--- config.mk ---
export PLATFORM = sky130hd
export DESIGN_NAME = ctdw_queue
export DESIGN_NICKNAME = d
export VERILOG_FILES = /design/src/rtl/ctdw_pkg.sv /design/src/rtl/ctdw_queue.sv
export SDC_FILE = /design/constraint.sdc
export NUM_CORES = 1
export LEC_CHECK = 0
export ABC_AREA = 0
export BUFFER_PORTS_ARGS = -buffer_cell sky130_fd_sc_hd__buf_4
export CAP_MARGIN = 20
export CORE_MARGIN = 3
export CORE_UTILIZATION = 58
export CTS_BUF_LIST = sky130_fd_sc_hd__clkbuf_2 sky130_fd_sc_hd__clkbuf_4 sky130_fd_sc_hd__clkbuf_8
export DETAILED_ROUTE_END_ITERATION = 12
export PLACE_DENSITY = 0.92
export SLEW_MARGIN = 10
export SYNTH_ARGS = -nofsm -noshare
export SYNTH_HDL_FRONTEND = slang
export SYNTH_SLANG_ARGS = --single-unit
--- constraint.sdc ---
create_clock -name clk -period 6.6 [get_ports clk]
set_input_delay 0 -clock clk [delete_from_list [all_inputs] [get_ports clk]]
set_output_delay 0 -clock clk [all_outputs]
set_load 0.005 [all_outputs]
--- src/rtl/ctdw_pkg.sv ---
// Shared types, constants and the divide-by-ten helper for count_to_digit_writes.
// No dependencies.
package ctdw_pkg;

    localparam int DIGIT_COUNT_DEF = 8;
    localparam int MAX_DIGITS      = 8;
    localparam int COUNT_W         = 32;
    localparam int ADDR_W          = 4;
    localparam int CODE_W          = 8;
    localparam int DIGIT_W         = 4;
    localparam int POS_W           = 3;
    localparam int QUOT_W          = 29;   // floor((2^32-1)/10) fits 29 bits
    localparam int QUEUE_DEPTH     = 2;

    localparam logic [DIGIT_W-1:0] BLANK_CODE = 4'b1111;
    localparam logic [POS_W-1:0]   SEP_POS_A  = 3'd3;
    localparam logic [POS_W-1:0]   SEP_POS_B  = 3'd6;

    // reciprocal of ten, scaled by 2^35; exact over the full 32-bit range
    localparam logic [COUNT_W-1:0] RECIP_TEN  = 32'hCCCC_CCCD;
    localparam int                 RECIP_SHIFT = 35;

    typedef struct packed {
        logic [DIGIT_W-1:0] digit;
        logic [QUOT_W-1:0]  rest;
    } entry_t;

    typedef struct packed {
        logic [DIGIT_W-1:0] digit;
        logic [QUOT_W-1:0]  quot;
    } divmod_t;

    function automatic divmod_t div_ten(input logic [COUNT_W-1:0] x);
        logic [2*COUNT_W-1:0] prod;
        logic [QUOT_W-1:0]    q;
        logic [COUNT_W-1:0]   q_times_ten;
        logic [COUNT_W-1:0]   r;
        divmod_t              res;
        prod        = {{COUNT_W{1'b0}}, x} * {{COUNT_W{1'b0}}, RECIP_TEN};
        q           = prod[2*COUNT_W-1:RECIP_SHIFT];
        q_times_ten = ({3'b000, q} << 3) + ({3'b000, q} << 1);
        r           = x - q_times_ten;
        res.digit   = r[DIGIT_W-1:0];
        res.quot    = q;
        return res;
    endfunction

endpackage

--- src/rtl/ctdw_queue.sv ---
// Short FIFO between front and back end, register storage.
// Depends on ctdw_pkg.
module ctdw_queue (
    input  logic              clk,
    input  logic              rst_n,
    input  logic              push_valid,
    output logic              push_ready,
    input  ctdw_pkg::entry_t  push_data,
    output logic              pop_valid,
    input  logic              pop_ready,
    output ctdw_pkg::entry_t  pop_data
);
    import ctdw_pkg::*;

    localparam int PTR_W = $clog2(QUEUE_DEPTH);
    localparam int CNT_W = $clog2(QUEUE_DEPTH + 1);
    localparam logic [CNT_W-1:0] FULL_CNT = CNT_W'(QUEUE_DEPTH);
    localparam logic [PTR_W-1:0] LAST_PTR = PTR_W'(QUEUE_DEPTH - 1);

    entry_t           mem_reg [QUEUE_DEPTH];
    logic [PTR_W-1:0] wr_ptr_reg, wr_ptr_next;
    logic [PTR_W-1:0] rd_ptr_reg, rd_ptr_next;
    logic [CNT_W-1:0] cnt_reg, cnt_next;
    logic             do_push, do_pop;

    assign push_ready = (cnt_reg != FULL_CNT);
    assign pop_valid  = (cnt_reg != '0);
    assign pop_data   = mem_reg[rd_ptr_reg];
    assign do_push    = push_valid && push_ready;
    assign do_pop     = pop_valid && pop_ready;

    always_comb
    begin
        wr_ptr_next = wr_ptr_reg;
        rd_ptr_next = rd_ptr_reg;
        cnt_next    = cnt_reg;
        if (do_push)
        begin
            wr_ptr_next = (wr_ptr_reg == LAST_PTR) ? '0 : wr_ptr_reg + 1'b1;
        end
        if (do_pop)
        begin
            rd_ptr_next = (rd_ptr_reg == LAST_PTR) ? '0 : rd_ptr_reg + 1'b1;
        end
        if (do_push && !do_pop)
        begin
            cnt_next = cnt_reg + 1'b1;
        end
        else if (do_pop && !do_push)
        begin
            cnt_next = cnt_reg - 1'b1;
        end
    end

    always_ff @(posedge clk or negedge rst_n)
    begin
        if (!rst_n)
        begin
            wr_ptr_reg <= '0;
            rd_ptr_reg <= '0;
            cnt_reg    <= '0;
        end
        else
        begin
            wr_ptr_reg <= wr_ptr_next;
            rd_ptr_reg <= rd_ptr_next;
            cnt_reg    <= cnt_next;
        end
    end

    always_ff @(posedge clk)
    begin
        if (do_push)
        begin
            mem_reg[wr_ptr_reg] <= push_data;
        end
    end

endmodule

* After elaboration in Yosys (flattened, before gate mapping)
Memory sizes are Yosys's and may differ from the RTL's.
Index checks and enable logic that the tools add are counted.
** Storage, ports and cells
- Memories kept :: 1
- Bits in latches :: 0
- Input port bits :: 37
- Register bits :: 4
- RAM bits :: 66
- Word-level logic and storage cells :: 23
- ROM bits :: 0
- Output and inout bits :: 35
** Cells by class
- Bitwise gates (word level) :: 0
- Multiply operators :: 0
- Reduce and logical (&&, ||, !) cells :: 8
- Add/sub/neg operators :: 4
- Shift-type cells :: 0
- Order comparisons :: 0
- Divide/modulo/power cells :: 0
- Equal/unequal tests :: 1
- Mux-type cells :: 6
** Memory list
- mem_reg :: words 2, width 33, rd ports 1, clocked after memory_dff 0, write ports 1, RTL line ctdw_queue.sv:20 : entry_t mem_reg [QUEUE_DEPTH];
** Operators with widths (number)
- 1-bit logical AND :: 4
- 1-bit two-way mux :: 4
- 2-bit two-way mux :: 2
- 2-bit nonzero test :: 2
- 1-bit adder, second input constant :: 2
- 2-bit by 1-bit adder with 2-bit output, second input constant :: 1
- 1-bit zero test :: 2
- 2-bit inequality test, second input constant :: 1
- 2-bit by 1-bit subtractor with 2-bit output, second input constant :: 1

* Longest topological paths before layout
- Word-level depth :: 6
- Gate-level depth with buffers :: 7
- Gate-level depth less buffers :: 7

* Least setup slack after synthesis
OpenSTA, ideal clock, no wires.
- Path type :: register -> register
- From :: register cnt_reg[0]
- To :: memory mem_reg[0][0] (netlist name) (enable)
- Path buffers :: 0
- Setup time :: 0.423 ns
- Stages on the path, launching flop included :: 4
- Arrival :: 2.045 ns
- Slack :: 4.132 ns
- Period minus slack after synthesis :: 2.468 ns
- Required time :: 6.177 ns
- Cells stage by stage :: dfrtp_1 -> nand2b_1 -> nand2_1 -> nor2_1
** Between the ends
- Cells in the longest elaborated chain, start to end :: 4
** Ends and longest elaborated chain
- from (decl) :: RTL line ctdw_queue.sv:23 : logic [CNT_W-1:0] cnt_reg, cnt_next;
- from (signal assigned) :: RTL line ctdw_queue.sv:67 : cnt_reg <= cnt_next;
- 2-bit inequality test :: RTL line ctdw_queue.sv:26 : assign push_ready = (cnt_reg != FULL_CNT);
- named net push_ready :: RTL line ctdw_queue.sv:7 : output logic push_ready,
- 1-bit logical AND :: RTL line ctdw_queue.sv:29 : assign do_push = push_valid && push_ready;
- 1-bit two-way mux :: RTL line ctdw_queue.sv:73 : if (do_push)
- 1-bit two-way mux (implied by the code) :: RTL line ctdw_queue.sv:75 : mem_reg[wr_ptr_reg] <= push_data;
- to (decl) :: RTL line ctdw_queue.sv:20
The timed path passes the listed nets, and every way through them passes these cells.

==> results.ini <==
[status]
status=finished clean

[cells_and_area]
largest_reg_flops=66
final_nets=274
drive_above_1_share_pct=50.62
multi_input_area_sq_um=578.1
regArea_sq_mm=0.002083
diodes=0
fillers=196
finish.instance_area_sq_mm=0.003796
syn_to_final_growth_pct=39.17

[detailed_routing]
wl_per_cell_microns=18.01
drt_first_iter_violations=90
wl_mm=5.278
vias=1479
via_per_inst=5.048
drt.antenna.violating_nets=0
drc_errors=0
first_pass_iters=4

[timing]
finalSetupViolations=0
finClkSkew_ns=0.007523
period_needed_ns=1.938
max_clock_freq_mhz=516.0
rsz0062_at_grt=no
slew-limit-headroom_pct=32.59
slew_violations=0
period_share_pct=29.36
setup_tns_ns=0
worst_slew_pin_slew_ns=1.011
setup_slack_ns=4.662
hold_viol_final=0

[floorplan]
dieArea_sq_mm=0.005561
die_h_microns=74.58
num_io_pins=72
die_w_microns=74.58
initial_core_util_pct=61.37
core_region_area_sq_mm=0.004444
rows=24

[grt]
grtUsageTotal_pct=19.99
overflow=0
grt_pass1_wl_mm=7.741
grt_pass1_vias=1573
grt_max_degree=35
grt_antenna_before_repair=0

[hold_path]
hp-start=push_valid
hold_path_class=in -> reg

[worst_setup_path]
crit_path_end=pop_data[13]
critPathKind=reg -> out
critical_path_peak_fanout=34
critPathLaunch=rd_ptr_reg
r2r_cells=3
ff2ff_setup_slack_ns=4.70
cp-end-kind=primary output
cp_data_arrival_time_ns=1.94
start_kind=flip-flop
rr_endpoint=mem_reg[0][19]
required_ns=6.60
timing.rr.start=cnt_reg[0]

[logic_synthesis]
synth_nets=159
synth_cell_types=15
syn_inst=121
netlist_area_sq_mm=0.002728
postSynthAreaPerCell_sq_um=22.54
synth_top_cell_area_share_pct=72.66
synth_warnings=0
synth_top_cell_by_area=edfxtp_1
synth_seq_cells=70
synth_area_leaders=edfxtp_1 73%, mux2_4 16%, dfrtp_1 3.7%
ys_seq_area_share_pct=76.33

[clock_network]
cts_hold_buf=35
clkLatencyLatePin_ns=0.33
cts_tree=built
cts_resized=0
clockRootBuffer=clkbuf_8
numCtsBuffers=9
cts_buffer_depth=2
htreeDepth=3
cts_setup_buffers=0
clk_pin_slew_worst_paths_ns=0.07
cts_sinks=70

[job]
cap_viol_max_count=0

[placed_design]
dpl.hpwl_mm=3.147
place_ws_ns=4.718
port-buffer-count=71
gp_congestion=0.7081
dpl_cell_area_sq_mm=0.003271

[power_and_ir_drop]
p_per_area_mw_per_mm2=388.1
finalPower_w=0.001473
irDropWorstVdd_mv=0.2884
leakagePower_nw=1.547

placed cells by master, fill, tap and decap left out, drive strengths merged, types with 2 or more instances in the layout:
| master | synthesis | layout |
|---|---|---|
| buf | 4 | 72 |
| clkbuf | 0 | 11 |
| clkinv | 0 | 4 |
| dfrtp | 4 | 4 |
| dlygate4sd3 | 0 | 36 |
| edfxtp | 66 | 66 |
| mux2 | 33 | 33 |
| nand2 | 2 | 2 |
| nor2 | 2 | 2 |
| xnor2 | 3 | 3 |
| xor2 | 2 | 2 |
critical path, stage by stage (launching register included):
cell and delay, ns:
dfrtp_2 1.04, mux2_2 0.43, buf_4 0.14
through the flow:
stage / util [%] / instances / hold WS, ns
2_1_floorplan: - / 121 / -0.2956
3_3_place_gp: 73.59 / 241 / -0.2036
3_5_place_dp: 73.59 / 241 / -0.1984
4_1_cts: 85.19 / 292 / 0.0001982
5_1_grt: 85.42 / 293 / 0.06320
6_report: 85.42 / 293 / 0.06772
layout make-up:
cell class,instances,area share (%)
Clock inverter,5,0.6922
Timing Repair Buffer,108,23.73
Sequential cell,70,54.88
Inverter,1,0.09888
Tap cell,52,1.714
Multi-Input combinational cell,46,15.23
Clock buffer,11,3.659
synth_stat cells, drive strengths merged:
cell type	instances
dfrtp	4
nand2	2
or2	1
nand2b	1
edfxtp	66
and3	1
mux2	33
inv	1
nor2	2
xor2	2
ha	1
buf	4
xnor2	3
where the power goes:
group          total [W]  internal (W)  switching [W]
Combinational   0.000486      0.000314       0.000173
Clock           0.000287      0.000141       0.000146
Sequential      0.000700      0.000611      0.0000890
Total            0.00147       0.00107       0.000408
metal layers:
| metal | GRT usage [%] | vias up | part of all wire (%) |
|---|---|---|---|
| met3 | 7.297 | 11 | 6.5 |
| met5 | 0 | - | 0 |
| met2 | 33.76 | 68 | 50 |
| met1 | 23.51 | 705 | 41 |
| li1 | - | 695 | - |
| met4 | 7.510 | 0 | 2.5 |
logic make-up after synthesis:
family | count (synthesis) | share of synthesized area (%)
fa+ha+maj | 1 | 0.4586
buf+inv | 5 | 2.752
flops | 70 | 76.33
mux | 33 | 17.61
simple gates | 7 | 1.239
xor+xnor | 5 | 1.606
worst min path at each step:
stage | to | slack [ns] | cells past startpoint
2_1_floorplan | cnt_reg[0] | -0.30 | 0
3_3_place_gp | cnt_reg[0] | -0.20 | 1
3_5_place_dp | cnt_reg[1] | -0.20 | 1
4_1_cts | cnt_reg[0] | 0.0002 | 2
5_1_grt | wr_ptr_reg | 0.06 | 3
6_report | wr_ptr_reg | 0.07 | 3
Power figures use the tool's default switching activity.
